[src/lsb_stego_embed_extract_assert.svh]
`ifndef LSB_STEGO_EMBED_EXTRACT_ASSERT_SVH
`define LSB_STEGO_EMBED_EXTRACT_ASSERT_SVH

// Check a property on every rising edge, off while reset is low
`define LSBSE_ASSERT(lbl, clk, rst_n, prop, msg) \
    lbl: assert property (@(posedge clk) disable iff (!rst_n) prop) else $error(msg);

// Check that a condition holds in the cycle after a trigger
`define LSBSE_ASSERT_NEXT(lbl, clk, rst_n, ante, cons, msg) \
    lbl: assert property (@(posedge clk) disable iff (!rst_n) (ante) |=> (cons)) \
        else $error(msg);

`endif

[src/lsbse_pkg.sv]
package lsbse_pkg;

    // Default parameter values
    localparam int SAMPLE_BITS_DEF = 16;
    localparam int INDEX_BITS_DEF  = 24;

    // Fixed field widths
    localparam int BYTE_BITS  = 8;
    localparam int MAX_K      = 16;
    localparam int K_W        = 5;
    localparam int PHASE_W    = 4;
    localparam int OFF_W      = 25;
    localparam int CNT_W      = 25;
    localparam int DIVD_W     = OFF_W + 3;
    localparam int SCOUNT_W   = 24;
    localparam int BUF_W      = 32;
    localparam int BUFCNT_W   = 6;
    localparam int ASMCNT_W   = 3;
    localparam int CFG_IDX_W  = 2;
    localparam int CFG_DATA_W = 24;

    // Request types
    localparam logic [1:0] REQ_START   = 2'd0;
    localparam logic [1:0] REQ_SAMPLE  = 2'd1;
    localparam logic [1:0] REQ_PAYLOAD = 2'd2;

    // Register indexes
    localparam logic [CFG_IDX_W-1:0] CFG_BITS_PER_SAMPLE = 2'd0;
    localparam logic [CFG_IDX_W-1:0] CFG_DIRECTION       = 2'd1;
    localparam logic [CFG_IDX_W-1:0] CFG_SAMPLE_COUNT    = 2'd2;

    // Result status codes
    typedef enum logic [1:0] {
        STS_OK        = 2'd0,
        STS_BAD_RANGE = 2'd1,
        STS_UNDERRUN  = 2'd2,
        STS_NO_XFER   = 2'd3
    } status_t;

    // Result fields of fixed width
    typedef struct packed {
        logic [BYTE_BITS-1:0] data_byte;
        logic                 byte_valid;
        status_t              status;
        logic                 last;
    } res_info_t;

    // Controller states
    typedef enum logic [2:0] {
        S_IDLE,
        S_DIV_OFF,
        S_WAIT_OFF,
        S_DIV_CNT,
        S_WAIT_CNT,
        S_CHECK
    } ctrl_state_t;

    // Controller to datapath
    typedef struct packed {
        logic item;
        logic start_load;
        logic div_start;
        logic div_sel_cnt;
        logic save_first;
        logic finish;
    } cmd_t;

    // Datapath to controller
    typedef struct packed {
        logic room;
        logic req_start;
        logic div_done;
    } sts_t;

endpackage

[src/lsbse_if.sv]
interface lsbse_req_if
    import lsbse_pkg::*;
#(
    parameter int SAMPLE_BITS = SAMPLE_BITS_DEF
);
    logic                   valid;
    logic                   ready;
    logic [1:0]             req_type;
    logic [OFF_W-1:0]       byte_offset;
    logic [CNT_W-1:0]       byte_count;
    logic [SAMPLE_BITS-1:0] carrier_sample;
    logic [BYTE_BITS-1:0]   payload_byte;

    modport source (output valid, req_type, byte_offset, byte_count, carrier_sample,
                    payload_byte, input ready);
    modport sink   (input valid, req_type, byte_offset, byte_count, carrier_sample,
                    payload_byte, output ready);
endinterface

interface lsbse_res_if
    import lsbse_pkg::*;
#(
    parameter int SAMPLE_BITS = SAMPLE_BITS_DEF,
    parameter int INDEX_BITS  = INDEX_BITS_DEF
);
    logic                   valid;
    logic                   ready;
    logic [SAMPLE_BITS-1:0] out_sample;
    logic [INDEX_BITS-1:0]  sample_index;
    logic [BYTE_BITS-1:0]   out_byte;
    logic                   byte_valid;
    logic [1:0]             status;
    logic                   last;

    modport source (output valid, out_sample, sample_index, out_byte, byte_valid, status,
                    last, input ready);
    modport sink   (input valid, out_sample, sample_index, out_byte, byte_valid, status,
                    last, output ready);
endinterface

interface lsbse_cfg_if
    import lsbse_pkg::*;
();
    logic                  valid;
    logic                  ready;
    logic [CFG_IDX_W-1:0]  index;
    logic [CFG_DATA_W-1:0] data;

    modport source (output valid, index, data, input ready);
    modport sink   (input valid, index, data, output ready);
endinterface

[src/lsbse_div.sv]
module lsbse_div
    import lsbse_pkg::*;
#(
    parameter int DIVIDEND_W = DIVD_W,
    parameter int DIVISOR_W  = K_W
)
(
    input  logic                  clk,
    input  logic                  rst_n,
    input  logic                  start,
    input  logic [DIVIDEND_W-1:0] dividend,
    input  logic [DIVISOR_W-1:0]  divisor,
    output logic                  done,
    output logic [DIVIDEND_W-1:0] quotient,
    output logic [DIVISOR_W-1:0]  remainder
);

    localparam int STEP_W = $clog2(DIVIDEND_W + 1);

    logic [DIVIDEND_W-1:0] quo_reg, quo_next;
    logic [DIVISOR_W-1:0]  rem_reg, rem_next;
    logic [DIVISOR_W-1:0]  dsr_reg;
    logic [STEP_W-1:0]     step_reg, step_next;
    logic                  busy_reg, busy_next;
    logic                  done_reg, done_next;
    logic [DIVISOR_W:0]    rem_shift;
    logic [DIVISOR_W:0]    rem_diff;
    logic                  fits;

    // One restoring step: shift in the next dividend bit, subtract if it fits
    assign rem_shift = {rem_reg, quo_reg[DIVIDEND_W-1]};
    assign rem_diff  = rem_shift - {1'b0, dsr_reg};
    assign fits      = rem_shift >= {1'b0, dsr_reg};

    always_comb
    begin
        quo_next  = quo_reg;
        rem_next  = rem_reg;
        step_next = step_reg;
        busy_next = busy_reg;
        done_next = 1'b0;
        if (start)
        begin
            quo_next  = dividend;
            rem_next  = '0;
            step_next = STEP_W'(DIVIDEND_W);
            busy_next = 1'b1;
        end
        else if (busy_reg)
        begin
            quo_next  = {quo_reg[DIVIDEND_W-2:0], fits};
            rem_next  = fits ? rem_diff[DIVISOR_W-1:0] : rem_shift[DIVISOR_W-1:0];
            step_next = step_reg - STEP_W'(1);
            if (step_reg == STEP_W'(1))
            begin
                busy_next = 1'b0;
                done_next = 1'b1;
            end
        end
    end

    // Control state
    always_ff @(posedge clk or negedge rst_n)
    begin
        if (!rst_n)
        begin
            step_reg <= '0;
            busy_reg <= 1'b0;
            done_reg <= 1'b0;
        end
        else
        begin
            step_reg <= step_next;
            busy_reg <= busy_next;
            done_reg <= done_next;
        end
    end

    // Operands
    always_ff @(posedge clk)
    begin
        quo_reg <= quo_next;
        rem_reg <= rem_next;
        if (start)
        begin
            dsr_reg <= divisor;
        end
    end

    assign done      = done_reg;
    assign quotient  = quo_reg;
    assign remainder = rem_reg;

endmodule

[src/lsbse_ctrl.sv]
`include "lsb_stego_embed_extract_assert.svh"

module lsbse_ctrl
    import lsbse_pkg::*;
(
    input  logic clk,
    input  logic rst_n,
    input  logic in_valid,
    output logic in_ready,
    input  sts_t sts,
    output cmd_t cmd
);

    ctrl_state_t state_reg, state_next;
    logic        in_fire;

    assign in_fire = in_valid && in_ready;

    // Next state
    always_comb
    begin
        state_next = state_reg;
        case (state_reg)
            S_IDLE:
            begin
                if (in_fire && sts.req_start)
                begin
                    state_next = S_DIV_OFF;
                end
            end
            S_DIV_OFF:
            begin
                state_next = S_WAIT_OFF;
            end
            S_WAIT_OFF:
            begin
                if (sts.div_done)
                begin
                    state_next = S_DIV_CNT;
                end
            end
            S_DIV_CNT:
            begin
                state_next = S_WAIT_CNT;
            end
            S_WAIT_CNT:
            begin
                if (sts.div_done)
                begin
                    state_next = S_CHECK;
                end
            end
            S_CHECK:
            begin
                state_next = S_IDLE;
            end
            default:
            begin
                state_next = S_IDLE;
            end
        endcase
    end

    // Outputs
    always_comb
    begin
        cmd      = '0;
        in_ready = 1'b0;
        case (state_reg)
            S_IDLE:
            begin
                in_ready       = sts.room;
                cmd.item       = in_valid && sts.room && !sts.req_start;
                cmd.start_load = in_valid && sts.room && sts.req_start;
            end
            S_DIV_OFF:
            begin
                cmd.div_start = 1'b1;
            end
            S_WAIT_OFF:
            begin
                cmd.save_first = sts.div_done;
            end
            S_DIV_CNT:
            begin
                cmd.div_start   = 1'b1;
                cmd.div_sel_cnt = 1'b1;
            end
            S_CHECK:
            begin
                cmd.finish = 1'b1;
            end
            default:
            begin
                cmd = '0;
            end
        endcase
    end

    always_ff @(posedge clk or negedge rst_n)
    begin
        if (!rst_n)
        begin
            state_reg <= S_IDLE;
        end
        else
        begin
            state_reg <= state_next;
        end
    end

    `LSBSE_ASSERT_NEXT(a_start_divides, clk, rst_n,
        in_fire && sts.req_start, state_reg == S_DIV_OFF,
        "start word did not launch the divider")
    `LSBSE_ASSERT(a_done_when_waiting, clk, rst_n,
        sts.div_done |-> (state_reg == S_WAIT_OFF || state_reg == S_WAIT_CNT),
        "divider finished outside a wait state")
    `LSBSE_ASSERT(a_check_has_room, clk, rst_n,
        (state_reg == S_CHECK) |-> sts.room,
        "no result room when closing a start")

endmodule

[src/lsbse_datapath.sv]
`include "lsb_stego_embed_extract_assert.svh"

module lsbse_datapath
    import lsbse_pkg::*;
#(
    parameter int SAMPLE_BITS = SAMPLE_BITS_DEF,
    parameter int INDEX_BITS  = INDEX_BITS_DEF
)
(
    input  logic                   clk,
    input  logic                   rst_n,
    input  logic [1:0]             req_type,
    input  logic [OFF_W-1:0]       byte_offset,
    input  logic [CNT_W-1:0]       byte_count,
    input  logic [SAMPLE_BITS-1:0] carrier_sample,
    input  logic [BYTE_BITS-1:0]   payload_byte,
    input  cmd_t                   cmd,
    output sts_t                   sts,
    lsbse_res_if.source            res,
    lsbse_cfg_if.sink              cfg
);

    localparam int K_LIMIT    = (SAMPLE_BITS < MAX_K) ? SAMPLE_BITS : MAX_K;
    localparam int FIFO_DEPTH = 4;
    localparam int PTR_W      = $clog2(FIFO_DEPTH);
    localparam int FCNT_W     = PTR_W + 1;

    // Configuration
    logic [K_W-1:0]      k_cfg_reg;
    logic                dir_reg;
    logic [SCOUNT_W-1:0] scount_reg;

    // Transfer state
    logic                  active_reg, active_next;
    logic [PHASE_W-1:0]    phase_reg, phase_next;
    logic [INDEX_BITS-1:0] index_reg, index_next;
    logic [CNT_W-1:0]      remain_reg, remain_next;
    logic [BUF_W-1:0]      buf_reg, buf_next;
    logic [BUFCNT_W-1:0]   bufcnt_reg, bufcnt_next;
    logic [BYTE_BITS-1:0]  asm_reg, asm_next;
    logic [ASMCNT_W-1:0]   asmcnt_reg, asmcnt_next;

    // Start item operands and first quotient
    logic [OFF_W-1:0]   off_reg;
    logic [CNT_W-1:0]   cnt_reg;
    logic [DIVD_W-1:0]  first_reg;
    logic [PHASE_W-1:0] ph_first_reg;

    // Divider
    logic [DIVD_W-1:0] div_dividend;
    logic [DIVD_W-1:0] div_quo;
    logic [K_W-1:0]    div_rem;
    logic              div_done;

    // Result queue
    logic [SAMPLE_BITS-1:0] f_sample [FIFO_DEPTH];
    logic [INDEX_BITS-1:0]  f_index  [FIFO_DEPTH];
    res_info_t              f_info   [FIFO_DEPTH];
    logic [PTR_W-1:0]       wr_ptr_reg, rd_ptr_reg, wr_ptr_p1;
    logic [FCNT_W-1:0]      fifo_cnt_reg;
    logic                   pop;
    logic [1:0]             push_cnt;
    logic [SAMPLE_BITS-1:0] w_sample [2];
    logic [INDEX_BITS-1:0]  w_index  [2];
    res_info_t              w_info   [2];

    // Per-sample working values
    logic [K_W-1:0]      k_eff;
    logic [PHASE_W-1:0]  ph;
    logic [K_W-1:0]      avail;
    logic [K_W-1:0]      rem_bits;
    logic [K_W-1:0]      take;
    logic [BUF_W-1:0]    s_shift;
    logic [BUF_W-1:0]    take_mask;
    logic [23:0]         joined;
    logic [K_W-1:0]      tot_bits;
    logic [1:0]          nbytes;
    logic [K_W-1:0]      x_ph_sum;
    logic [CNT_W-1:0]    x_remain;
    logic [BUFCNT_W-1:0] total_cap;
    logic [K_W-1:0]      n_emb;
    logic                under;
    logic [BUF_W-1:0]    emask;
    logic [BUF_W-1:0]    emb_s;
    logic [K_W-1:0]      e_ph_sum;
    logic                emb_last;
    logic [DIVD_W:0]     range_sum;
    logic                range_bad;

    // Clamp bits per sample to the usable range
    assign k_eff = (k_cfg_reg == '0) ? K_W'(1)
                 : ((k_cfg_reg > K_W'(K_LIMIT)) ? K_W'(K_LIMIT) : k_cfg_reg);
    assign ph    = ({1'b0, phase_reg} < k_eff) ? phase_reg : '0;
    assign avail = k_eff - {1'b0, ph};

    // Extract: bits taken from this sample and bytes completed
    always_comb
    begin
        if (remain_reg == '0)
        begin
            rem_bits = '0;
        end
        else if (remain_reg >= CNT_W'(3))
        begin
            rem_bits = K_W'(3 * BYTE_BITS);
        end
        else
        begin
            rem_bits = {remain_reg[1:0], 3'b000} - {2'b00, asmcnt_reg};
        end
    end

    assign take      = (avail < rem_bits) ? avail : rem_bits;
    assign s_shift   = BUF_W'(carrier_sample) >> ph;
    assign take_mask = (BUF_W'(1) << take) - BUF_W'(1);
    assign joined    = {16'b0, asm_reg} | (24'(s_shift & take_mask) << asmcnt_reg);
    assign tot_bits  = {2'b00, asmcnt_reg} + take;
    assign nbytes    = tot_bits[4:3];
    assign x_ph_sum  = {1'b0, ph} + take;
    assign x_remain  = remain_reg - CNT_W'(nbytes);

    // Embed: bits this sample needs, capped by what is left to send
    assign total_cap = (remain_reg >= CNT_W'(4)) ? '1
                     : bufcnt_reg + {1'b0, remain_reg[1:0], 3'b000};
    assign n_emb     = ({1'b0, avail} > total_cap) ? total_cap[K_W-1:0] : avail;
    assign under     = {1'b0, n_emb} > bufcnt_reg;
    assign emask     = (BUF_W'(1) << n_emb) - BUF_W'(1);
    assign emb_s     = (BUF_W'(carrier_sample) & ~(emask << ph)) | ((buf_reg & emask) << ph);
    assign e_ph_sum  = {1'b0, ph} + n_emb;
    assign emb_last  = total_cap == {1'b0, n_emb};

    // Range check of a start item
    assign range_sum = {1'b0, first_reg} + {1'b0, div_quo};
    assign range_bad = (cnt_reg == '0) || (range_sum >= (DIVD_W + 1)'(scount_reg));

    assign div_dividend = cmd.div_sel_cnt ? {cnt_reg, 3'b000} : {off_reg, 3'b000};

    lsbse_div #(
        .DIVIDEND_W (DIVD_W),
        .DIVISOR_W  (K_W)
    ) u_div (
        .clk       (clk),
        .rst_n     (rst_n),
        .start     (cmd.div_start),
        .dividend  (div_dividend),
        .divisor   (k_eff),
        .done      (div_done),
        .quotient  (div_quo),
        .remainder (div_rem)
    );

    // State update and result words
    always_comb
    begin
        active_next = active_reg;
        phase_next  = phase_reg;
        index_next  = index_reg;
        remain_next = remain_reg;
        buf_next    = buf_reg;
        bufcnt_next = bufcnt_reg;
        asm_next    = asm_reg;
        asmcnt_next = asmcnt_reg;
        push_cnt    = 2'd0;
        w_sample[0] = '0;
        w_sample[1] = '0;
        w_index[0]  = '0;
        w_index[1]  = '0;
        w_info[0]   = '0;
        w_info[1]   = '0;

        if (cmd.start_load)
        begin
            buf_next    = '0;
            bufcnt_next = '0;
            asm_next    = '0;
            asmcnt_next = '0;
        end

        if (cmd.finish)
        begin
            push_cnt = 2'd1;
            if (range_bad)
            begin
                active_next      = 1'b0;
                remain_next      = '0;
                w_info[0].status = STS_BAD_RANGE;
                w_info[0].last   = 1'b1;
            end
            else
            begin
                active_next = 1'b1;
                phase_next  = ph_first_reg;
                index_next  = INDEX_BITS'(first_reg);
                remain_next = cnt_reg;
                w_index[0]  = INDEX_BITS'(first_reg);
            end
        end

        if (cmd.item)
        begin
            case (req_type)
                REQ_SAMPLE:
                begin
                    push_cnt = 2'd1;
                    if (!active_reg)
                    begin
                        w_info[0].status = STS_NO_XFER;
                    end
                    else if (!dir_reg)
                    begin
                        // Extract: emit completed bytes, keep the partial one
                        w_index[0]  = index_reg;
                        w_index[1]  = index_reg;
                        remain_next = x_remain;
                        active_next = x_remain != '0;
                        asmcnt_next = tot_bits[2:0];
                        if (x_ph_sum >= k_eff)
                        begin
                            phase_next = '0;
                            index_next = index_reg + INDEX_BITS'(1);
                        end
                        else
                        begin
                            phase_next = x_ph_sum[PHASE_W-1:0];
                        end
                        case (nbytes)
                            2'd0:
                            begin
                                asm_next       = joined[7:0];
                                w_info[0].last = remain_reg == '0;
                            end
                            2'd1:
                            begin
                                asm_next = joined[15:8];
                            end
                            default:
                            begin
                                push_cnt = 2'd2;
                                asm_next = joined[23:16];
                            end
                        endcase
                        if (nbytes != 2'd0)
                        begin
                            w_info[0].data_byte  = joined[7:0];
                            w_info[0].byte_valid = 1'b1;
                            w_info[0].last       = remain_reg == CNT_W'(1);
                            w_info[1].data_byte  = joined[15:8];
                            w_info[1].byte_valid = 1'b1;
                            w_info[1].last       = remain_reg == CNT_W'(2);
                        end
                    end
                    else
                    begin
                        // Embed: replace the low bits from the bit buffer
                        w_sample[0] = carrier_sample;
                        w_index[0]  = index_reg;
                        if (bufcnt_reg == '0 && remain_reg == '0)
                        begin
                            active_next    = 1'b0;
                            w_info[0].last = 1'b1;
                        end
                        else if (under)
                        begin
                            w_info[0].status = STS_UNDERRUN;
                        end
                        else
                        begin
                            w_sample[0]    = SAMPLE_BITS'(emb_s);
                            buf_next       = buf_reg >> n_emb;
                            bufcnt_next    = bufcnt_reg - BUFCNT_W'(n_emb);
                            active_next    = !emb_last;
                            w_info[0].last = emb_last;
                            if (e_ph_sum >= k_eff)
                            begin
                                phase_next = '0;
                                index_next = index_reg + INDEX_BITS'(1);
                            end
                            else
                            begin
                                phase_next = e_ph_sum[PHASE_W-1:0];
                            end
                        end
                    end
                end
                REQ_PAYLOAD:
                begin
                    if (!active_reg)
                    begin
                        push_cnt         = 2'd1;
                        w_info[0].status = STS_NO_XFER;
                    end
                    else if (dir_reg && remain_reg != '0
                             && bufcnt_reg <= BUFCNT_W'(BUF_W - BYTE_BITS))
                    begin
                        // Queue the byte above the bits already held
                        buf_next    = buf_reg | (BUF_W'(payload_byte) << bufcnt_reg);
                        bufcnt_next = bufcnt_reg + BUFCNT_W'(BYTE_BITS);
                        remain_next = remain_reg - CNT_W'(1);
                    end
                end
                default:
                begin
                    push_cnt = 2'd0;
                end
            endcase
        end
    end

    // Configuration writes
    assign cfg.ready = 1'b1;

    always_ff @(posedge clk or negedge rst_n)
    begin
        if (!rst_n)
        begin
            k_cfg_reg  <= K_W'(1);
            dir_reg    <= 1'b0;
            scount_reg <= '1;
        end
        else if (cfg.valid)
        begin
            case (cfg.index)
                CFG_BITS_PER_SAMPLE: k_cfg_reg  <= cfg.data[K_W-1:0];
                CFG_DIRECTION:       dir_reg    <= cfg.data[0];
                CFG_SAMPLE_COUNT:    scount_reg <= cfg.data[SCOUNT_W-1:0];
                default:             k_cfg_reg  <= k_cfg_reg;
            endcase
        end
    end

    // Transfer state
    always_ff @(posedge clk or negedge rst_n)
    begin
        if (!rst_n)
        begin
            active_reg <= 1'b0;
            phase_reg  <= '0;
            index_reg  <= '0;
            remain_reg <= '0;
            buf_reg    <= '0;
            bufcnt_reg <= '0;
            asm_reg    <= '0;
            asmcnt_reg <= '0;
        end
        else
        begin
            active_reg <= active_next;
            phase_reg  <= phase_next;
            index_reg  <= index_next;
            remain_reg <= remain_next;
            buf_reg    <= buf_next;
            bufcnt_reg <= bufcnt_next;
            asm_reg    <= asm_next;
            asmcnt_reg <= asmcnt_next;
        end
    end

    // Hold start operands and the first quotient
    always_ff @(posedge clk)
    begin
        if (cmd.start_load)
        begin
            off_reg <= byte_offset;
            cnt_reg <= byte_count;
        end
        if (cmd.save_first)
        begin
            first_reg    <= div_quo;
            ph_first_reg <= div_rem[PHASE_W-1:0];
        end
    end

    // Result queue
    assign wr_ptr_p1     = wr_ptr_reg + PTR_W'(1);
    assign pop           = res.valid && res.ready;
    assign sts.room      = fifo_cnt_reg <= FCNT_W'(FIFO_DEPTH - 2);
    assign sts.req_start = req_type == REQ_START;
    assign sts.div_done  = div_done;

    always_ff @(posedge clk)
    begin
        if (push_cnt != 2'd0)
        begin
            f_sample[wr_ptr_reg] <= w_sample[0];
            f_index[wr_ptr_reg]  <= w_index[0];
            f_info[wr_ptr_reg]   <= w_info[0];
        end
        if (push_cnt == 2'd2)
        begin
            f_sample[wr_ptr_p1] <= w_sample[1];
            f_index[wr_ptr_p1]  <= w_index[1];
            f_info[wr_ptr_p1]   <= w_info[1];
        end
    end

    always_ff @(posedge clk or negedge rst_n)
    begin
        if (!rst_n)
        begin
            wr_ptr_reg   <= '0;
            rd_ptr_reg   <= '0;
            fifo_cnt_reg <= '0;
        end
        else
        begin
            wr_ptr_reg   <= wr_ptr_reg + PTR_W'(push_cnt);
            rd_ptr_reg   <= rd_ptr_reg + PTR_W'(pop);
            fifo_cnt_reg <= fifo_cnt_reg + FCNT_W'(push_cnt) - FCNT_W'(pop);
        end
    end

    // Drive the head word
    assign res.valid        = fifo_cnt_reg != '0;
    assign res.out_sample   = f_sample[rd_ptr_reg];
    assign res.sample_index = f_index[rd_ptr_reg];
    assign res.out_byte     = f_info[rd_ptr_reg].data_byte;
    assign res.byte_valid   = f_info[rd_ptr_reg].byte_valid;
    assign res.status       = f_info[rd_ptr_reg].status;
    assign res.last         = f_info[rd_ptr_reg].last;

    `LSBSE_ASSERT(a_queue_fits, clk, rst_n, (push_cnt != 2'd0) |-> (({1'b0, fifo_cnt_reg} + (FCNT_W + 1)'(push_cnt)) <= (FCNT_W + 1)'(FIFO_DEPTH)), "result queue overrun")
    `LSBSE_ASSERT_NEXT(a_underrun_holds, clk, rst_n, push_cnt != 2'd0 && w_info[0].status == STS_UNDERRUN, $stable(bufcnt_reg) && $stable(phase_reg) && $stable(index_reg), "underrun moved the transfer state")
    `LSBSE_ASSERT(a_buffer_bound, clk, rst_n, bufcnt_reg <= BUFCNT_W'(BUF_W), "bit buffer count past its width")

endmodule

[src/lsb_stego_embed_extract.sv]
// Channel  Dir  Handshake      Carries
// req      in   valid/ready    req_type, byte_offset, byte_count, carrier_sample, payload_byte
// res      out  valid/ready    out_sample, sample_index, out_byte, byte_valid, status, last
// cfg      in   valid/ready    index, data (always ready)
//
// Sample and payload words take one cycle each and are accepted back to back while the
// four-entry result queue holds at most two words.
// Once accepted, a start word makes two passes through the one-bit-per-cycle divider
// (first sample from bit offset over k, then bit count over k), each with a load and a
// done step, and then a range check.
// Reset clears the transfer state and the queue; configuration returns to k = 1,
// extract, full sample count. A stalled res holds its word and stops intake once three
// words wait.
module lsb_stego_embed_extract
    import lsbse_pkg::*;
#(
    parameter int SAMPLE_BITS = SAMPLE_BITS_DEF,
    parameter int INDEX_BITS  = INDEX_BITS_DEF
)
(
    input  logic        clk,
    input  logic        rst_n,
    lsbse_req_if.sink   req,
    lsbse_res_if.source res,
    lsbse_cfg_if.sink   cfg
);

    cmd_t cmd;
    sts_t sts;
    logic in_ready;

    assign req.ready = in_ready;

    lsbse_ctrl u_ctrl (
        .clk      (clk),
        .rst_n    (rst_n),
        .in_valid (req.valid),
        .in_ready (in_ready),
        .sts      (sts),
        .cmd      (cmd)
    );

    lsbse_datapath #(
        .SAMPLE_BITS (SAMPLE_BITS),
        .INDEX_BITS  (INDEX_BITS)
    ) u_datapath (
        .clk            (clk),
        .rst_n          (rst_n),
        .req_type       (req.req_type),
        .byte_offset    (req.byte_offset),
        .byte_count     (req.byte_count),
        .carrier_sample (req.carrier_sample),
        .payload_byte   (req.payload_byte),
        .cmd            (cmd),
        .sts            (sts),
        .res            (res),
        .cfg            (cfg)
    );

endmodule
[src/flat_wrapper.sv]
// flat-port wrapper written by rule: the top's interface ports become plain ports
module lsb_stego_embed_extract_flat import lsbse_pkg::*;
#(
    parameter int SAMPLE_BITS = SAMPLE_BITS_DEF,
    parameter int INDEX_BITS  = INDEX_BITS_DEF
)
  (clk, rst_n, req_valid, req_req_type, req_byte_offset, req_byte_count, req_carrier_sample, req_payload_byte, req_ready, res_valid, res_out_sample, res_sample_index, res_out_byte, res_byte_valid, res_status, res_last, res_ready, cfg_valid, cfg_index, cfg_data, cfg_ready);
  lsbse_req_if #(.SAMPLE_BITS(SAMPLE_BITS)) req_i ();
  lsbse_res_if #(.SAMPLE_BITS(SAMPLE_BITS), .INDEX_BITS(INDEX_BITS)) res_i ();
  lsbse_cfg_if cfg_i ();
  input  logic clk;
  input  logic rst_n;
  input wire logic [$bits(req_i.valid)-1:0] req_valid;
  input wire logic [$bits(req_i.req_type)-1:0] req_req_type;
  input wire logic [$bits(req_i.byte_offset)-1:0] req_byte_offset;
  input wire logic [$bits(req_i.byte_count)-1:0] req_byte_count;
  input wire logic [$bits(req_i.carrier_sample)-1:0] req_carrier_sample;
  input wire logic [$bits(req_i.payload_byte)-1:0] req_payload_byte;
  output wire logic [$bits(req_i.ready)-1:0] req_ready;
  output wire logic [$bits(res_i.valid)-1:0] res_valid;
  output wire logic [$bits(res_i.out_sample)-1:0] res_out_sample;
  output wire logic [$bits(res_i.sample_index)-1:0] res_sample_index;
  output wire logic [$bits(res_i.out_byte)-1:0] res_out_byte;
  output wire logic [$bits(res_i.byte_valid)-1:0] res_byte_valid;
  output wire logic [$bits(res_i.status)-1:0] res_status;
  output wire logic [$bits(res_i.last)-1:0] res_last;
  input wire logic [$bits(res_i.ready)-1:0] res_ready;
  input wire logic [$bits(cfg_i.valid)-1:0] cfg_valid;
  input wire logic [$bits(cfg_i.index)-1:0] cfg_index;
  input wire logic [$bits(cfg_i.data)-1:0] cfg_data;
  output wire logic [$bits(cfg_i.ready)-1:0] cfg_ready;
  assign req_i.valid = req_valid;
  assign req_i.req_type = req_req_type;
  assign req_i.byte_offset = req_byte_offset;
  assign req_i.byte_count = req_byte_count;
  assign req_i.carrier_sample = req_carrier_sample;
  assign req_i.payload_byte = req_payload_byte;
  assign req_ready = req_i.ready;
  assign res_valid = res_i.valid;
  assign res_out_sample = res_i.out_sample;
  assign res_sample_index = res_i.sample_index;
  assign res_out_byte = res_i.out_byte;
  assign res_byte_valid = res_i.byte_valid;
  assign res_status = res_i.status;
  assign res_last = res_i.last;
  assign res_i.ready = res_ready;
  assign cfg_i.valid = cfg_valid;
  assign cfg_i.index = cfg_index;
  assign cfg_i.data = cfg_data;
  assign cfg_ready = cfg_i.ready;
  lsb_stego_embed_extract #(.SAMPLE_BITS(SAMPLE_BITS), .INDEX_BITS(INDEX_BITS)) u_core (.clk(clk), .rst_n(rst_n), .req(req_i), .res(res_i), .cfg(cfg_i));
endmodule
[config.mk]
export PLATFORM = sky130hd
export DESIGN_NAME = lsb_stego_embed_extract_flat
export DESIGN_NICKNAME = d
export VERILOG_FILES = /design/src/lsbse_pkg.sv /design/src/lsbse_if.sv /design/src/lsbse_div.sv /design/src/lsbse_ctrl.sv /design/src/lsbse_datapath.sv /design/src/lsb_stego_embed_extract.sv /design/src/flat_wrapper.sv
export VERILOG_INCLUDE_DIRS = /design/src /design/src/src
export SDC_FILE = /design/constraint.sdc
export NUM_CORES = 1
export LEC_CHECK = 0
export BUFFER_PORTS_ARGS = -buffer_cell sky130_fd_sc_hd__buf_2
export CORE_ASPECT_RATIO = 1.4
export CORE_MARGIN = 1.5
export CORE_UTILIZATION = 42
export DETAILED_ROUTE_END_ITERATION = 12
export PLACE_DENSITY = 0.61
export SLEW_MARGIN = 0
export SYNTH_ARGS = -nofsm -noshare
export SYNTH_HDL_FRONTEND = slang
export SYNTH_SLANG_ARGS = --single-unit
[constraint.sdc]
create_clock -name clk -period 22.1 [get_ports clk]
set_clock_uncertainty 0.05 [all_clocks]
set_input_delay 0 -clock clk [delete_from_list [all_inputs] [get_ports clk]]
set_output_delay 0 -clock clk [all_outputs]
set_load 0.05 [all_outputs]
==> results_dict.tcl <==
set metrics [dict create \
    cp_data_required_time_ns 22.51 \
    largest_reg_flops 96 \
    clock_latency_ns 0.63 \
    netlist_instances 3639 \
    via_per_inst 6.30 \
    cts_tree "built" \
    slew_viol_final 0 \
    holdBufCountCts 122 \
    synth_cell_types 116 \
    fill_cells 7542 \
    max-cap-violations 0 \
    final_nets 4035 \
    status "completed" \
    rsz0062_at_grt "no" \
    ys_seq_elements 478 \
    initial_core_util_pct 42.3 \
    fin_crit_ns 11.01 \
    layout-drive-gt1-share_pct 14.0 \
    dp_hpwl_mm 85.8 \
    grt_use_total_pct 28.6 \
    fin_crit_sh_pct 49.8 \
    wl_mm 118 \
    clk_pin_slew_ns 0.06 \
    ys_seq_area_share_pct 38.6 \
    final_common_cell "nand2_1" \
    ant_nets 0 \
    firstDrtPassIters 9 \
    grt_pass1_vias 29700 \
    core_sq_um 78800 \
    top_register "u_core.u_datapath.f_index" \
    portBuffers 160 \
    clockBufferDepth 3 \
    powerDensity_nw_per_um2 98.1 \
    setup_tns_ns 0 \
    ys.flop_type "edfxtp_1" \
    setup_viol 0 \
    synth_enable_flop_cells 251 \
    finalHoldViolations 0 \
    grt_pass1_wl_mm 179 \
    syn-cell-area_sq_um 33300 \
    vias 30800 \
    wl_per_cell_um 24.1 \
    peakVddDrop_uv 66.2 \
    min_path_type "input port to flip-flop" \
    drt_iter0_markers 2838 \
    worst_pin_slew_ns 1.20 \
    crit_arrival_ns 11.42 \
    clock_sinks 478 \
    grt_max_degree 84 \
    htreeDepth 2 \
    relSlewSlack_pct 19.5 \
    slowest_delay_ns 0.69 \
    num_rows 122 \
    multi_input_area_sq_um 19000 \
    worst-path-max-fanout 34 \
    area_growth_pct 13.8 \
    register_area_sq_um 12900 \
    fmax_ghz 0.0909 \
    grt_antenna_before_repair 1 \
    die_y_um 336 \
    start_kind "flip-flop" \
    final_cell_mix "nand2_1, a21oi_1, nor2_1, edfxtp_1, o21ai_0" \
    cts_resized 0 \
    cts_setup_buffers 0 \
    crit_type "flip-flop to flip-flop" \
    die_w_um 241 \
    syn_area_per_cell_sq_um 9.15 \
    gr-total-overflow 0 \
    hold_ws_ns 0.0373 \
    cts_buffers 49 \
    p_leak_nw 14.1 \
    ios 162 \
    critPathSlowestCell "a21oi_1" \
    yosysWarnings 0 \
    cpMostUsedCell "ha_1" \
    syn-num-nets 3877 \
    top_regs "u_core.u_datapath.f_index x96, u_core.u_datapath.f_sample x64, u_core.u_datapath.f_info x48" \
    drc_errors 0 \
    ys_async_sr_fraction_pct 31.4 \
    setup.worst_path.end_class "flip-flop" \
    fp.dieArea_sq_um 81000 \
    cts_root_buf "clkbuf_16" \
    gp_congestion 0.986 \
]
[critical path: cells and delay by family, from the launching register on]
| family | cells | cell delay (ns) |
|---|---|---|
| compound gates | 14 | 4.16 |
| buf+inv | 7 | 1.85 |
| simple gates | 7 | 2.09 |
| flops | 1 | 0.42 |
| fa+ha+maj | 6 | 2.22 |
[cell type report]
class / count / share of cell area, %
antenna: 1 / 0.00660
clock buffer: 60 / 3.43
clock inverter: 31 / 0.924
inverter: 134 / 1.33
multi-input combinational: 2779 / 50.1
sequential: 478 / 34.0
tap: 1054 / 3.48
timing repair buffer: 355 / 6.82
[synthesized netlist by cell type, types with 27 or more instances]
cell type,number,area (sq um)
mux4_2,54,1220
nand4_1,30,188
nor2_1,255,957
nor3_1,84,420
o211ai_1,42,315
a211o_1,27,236
a22oi_1,48,360
dfxtp_1,77,1540
o22ai_1,61,382
nor4_1,37,231
buf_1,27,101
edfxtp_1,251,7540
buf_2,32,160
a211oi_1,59,443
a21oi_1,263,1320
a22o_1,76,666
mux2i_1,115,1150
nand2_1,352,1320
and3_1,56,350
o21ai_1,34,170
nand3_1,188,941
o21ai_0,249,1250
inv_1,117,439
ha_1,122,1530
clkbuf_1,177,664
dfrtp_1,125,3130
mux2_2,47,529
a21o_1,49,368
xnor2_1,36,315
a31oi_1,55,344
[metal layers]
metal / vias to the layer above / global-route usage (%) / share of wire, %
li1: 14200 / - / -
met4: 0 / 15.7 / 6.1
met2: 1204 / 48.4 / 49
met5: - / 0 / 0
met3: 373 / 3.04 / 5.0
met1: 15000 / 35.5 / 40
[metrics by stage]
step | cells | worst slack [ns] | instance area, sq um | util, % | power, W
detailed placement | 4678 | 11.20 | 35000 | 44.5 | 0.00282
global placement | 4678 | 11.47 | 35000 | 44.5 | 0.00282
finish | 4892 | 11.09 | 37900 | 48.1 | 0.00372
floorplan | 3639 | 12.73 | 33300 | - | 0.00229
CTS | 4891 | 11.17 | 37900 | 48.1 | 0.00370
global route | 4891 | 10.33 | 37900 | 48.1 | 0.00391
[power breakdown]
group	switching (W)	internal (W)
Clock	0.000378	0.000484
Sequential	0.0000734	0.000986
Combinational	0.00115	0.000642
Total	0.00161	0.00211
[cells by family after synthesis]
kind of cell             count (synthesis)  synth area share, %
AO/OA/AOI/OAI                         1223                 24.7
XOR/XNOR                                58                 1.55
adder cells (fa/ha/maj)                131                 5.13
buffers and inverters                  382                 4.59
flip-flops                             478                 38.6
multiplexers                           222                 8.99
other                                    1               0.0113
AND/OR/NAND/NOR                       1144                 16.4
[worst paths after layout]
check / start / end / slack, ns / depth (start not counted)
setup / recovery: u_core.u_datapath.k_cfg_reg[4] / u_core.u_datapath.index_reg[3] / 11.09 / 34
hold / removal: req_byte_offset[11] / u_core.u_datapath.off_reg[11] / 0.04 / 2
setup reg to reg: u_core.u_datapath.k_cfg_reg[4] / u_core.u_datapath.index_reg[3] / 11.09 / 34
hold reg to reg: u_core.u_datapath.f_info[1][1] / u_core.u_datapath.f_info[1][1] / 0.41 / 2
max in group asynchronous: rst_n / u_core.u_datapath.buf_reg[23] / 19.96 / 5
min in group asynchronous: rst_n / u_core.u_datapath.scount_reg[16] / 0.47 / 3
Note: power is estimated with default switching activity, not from simulation.
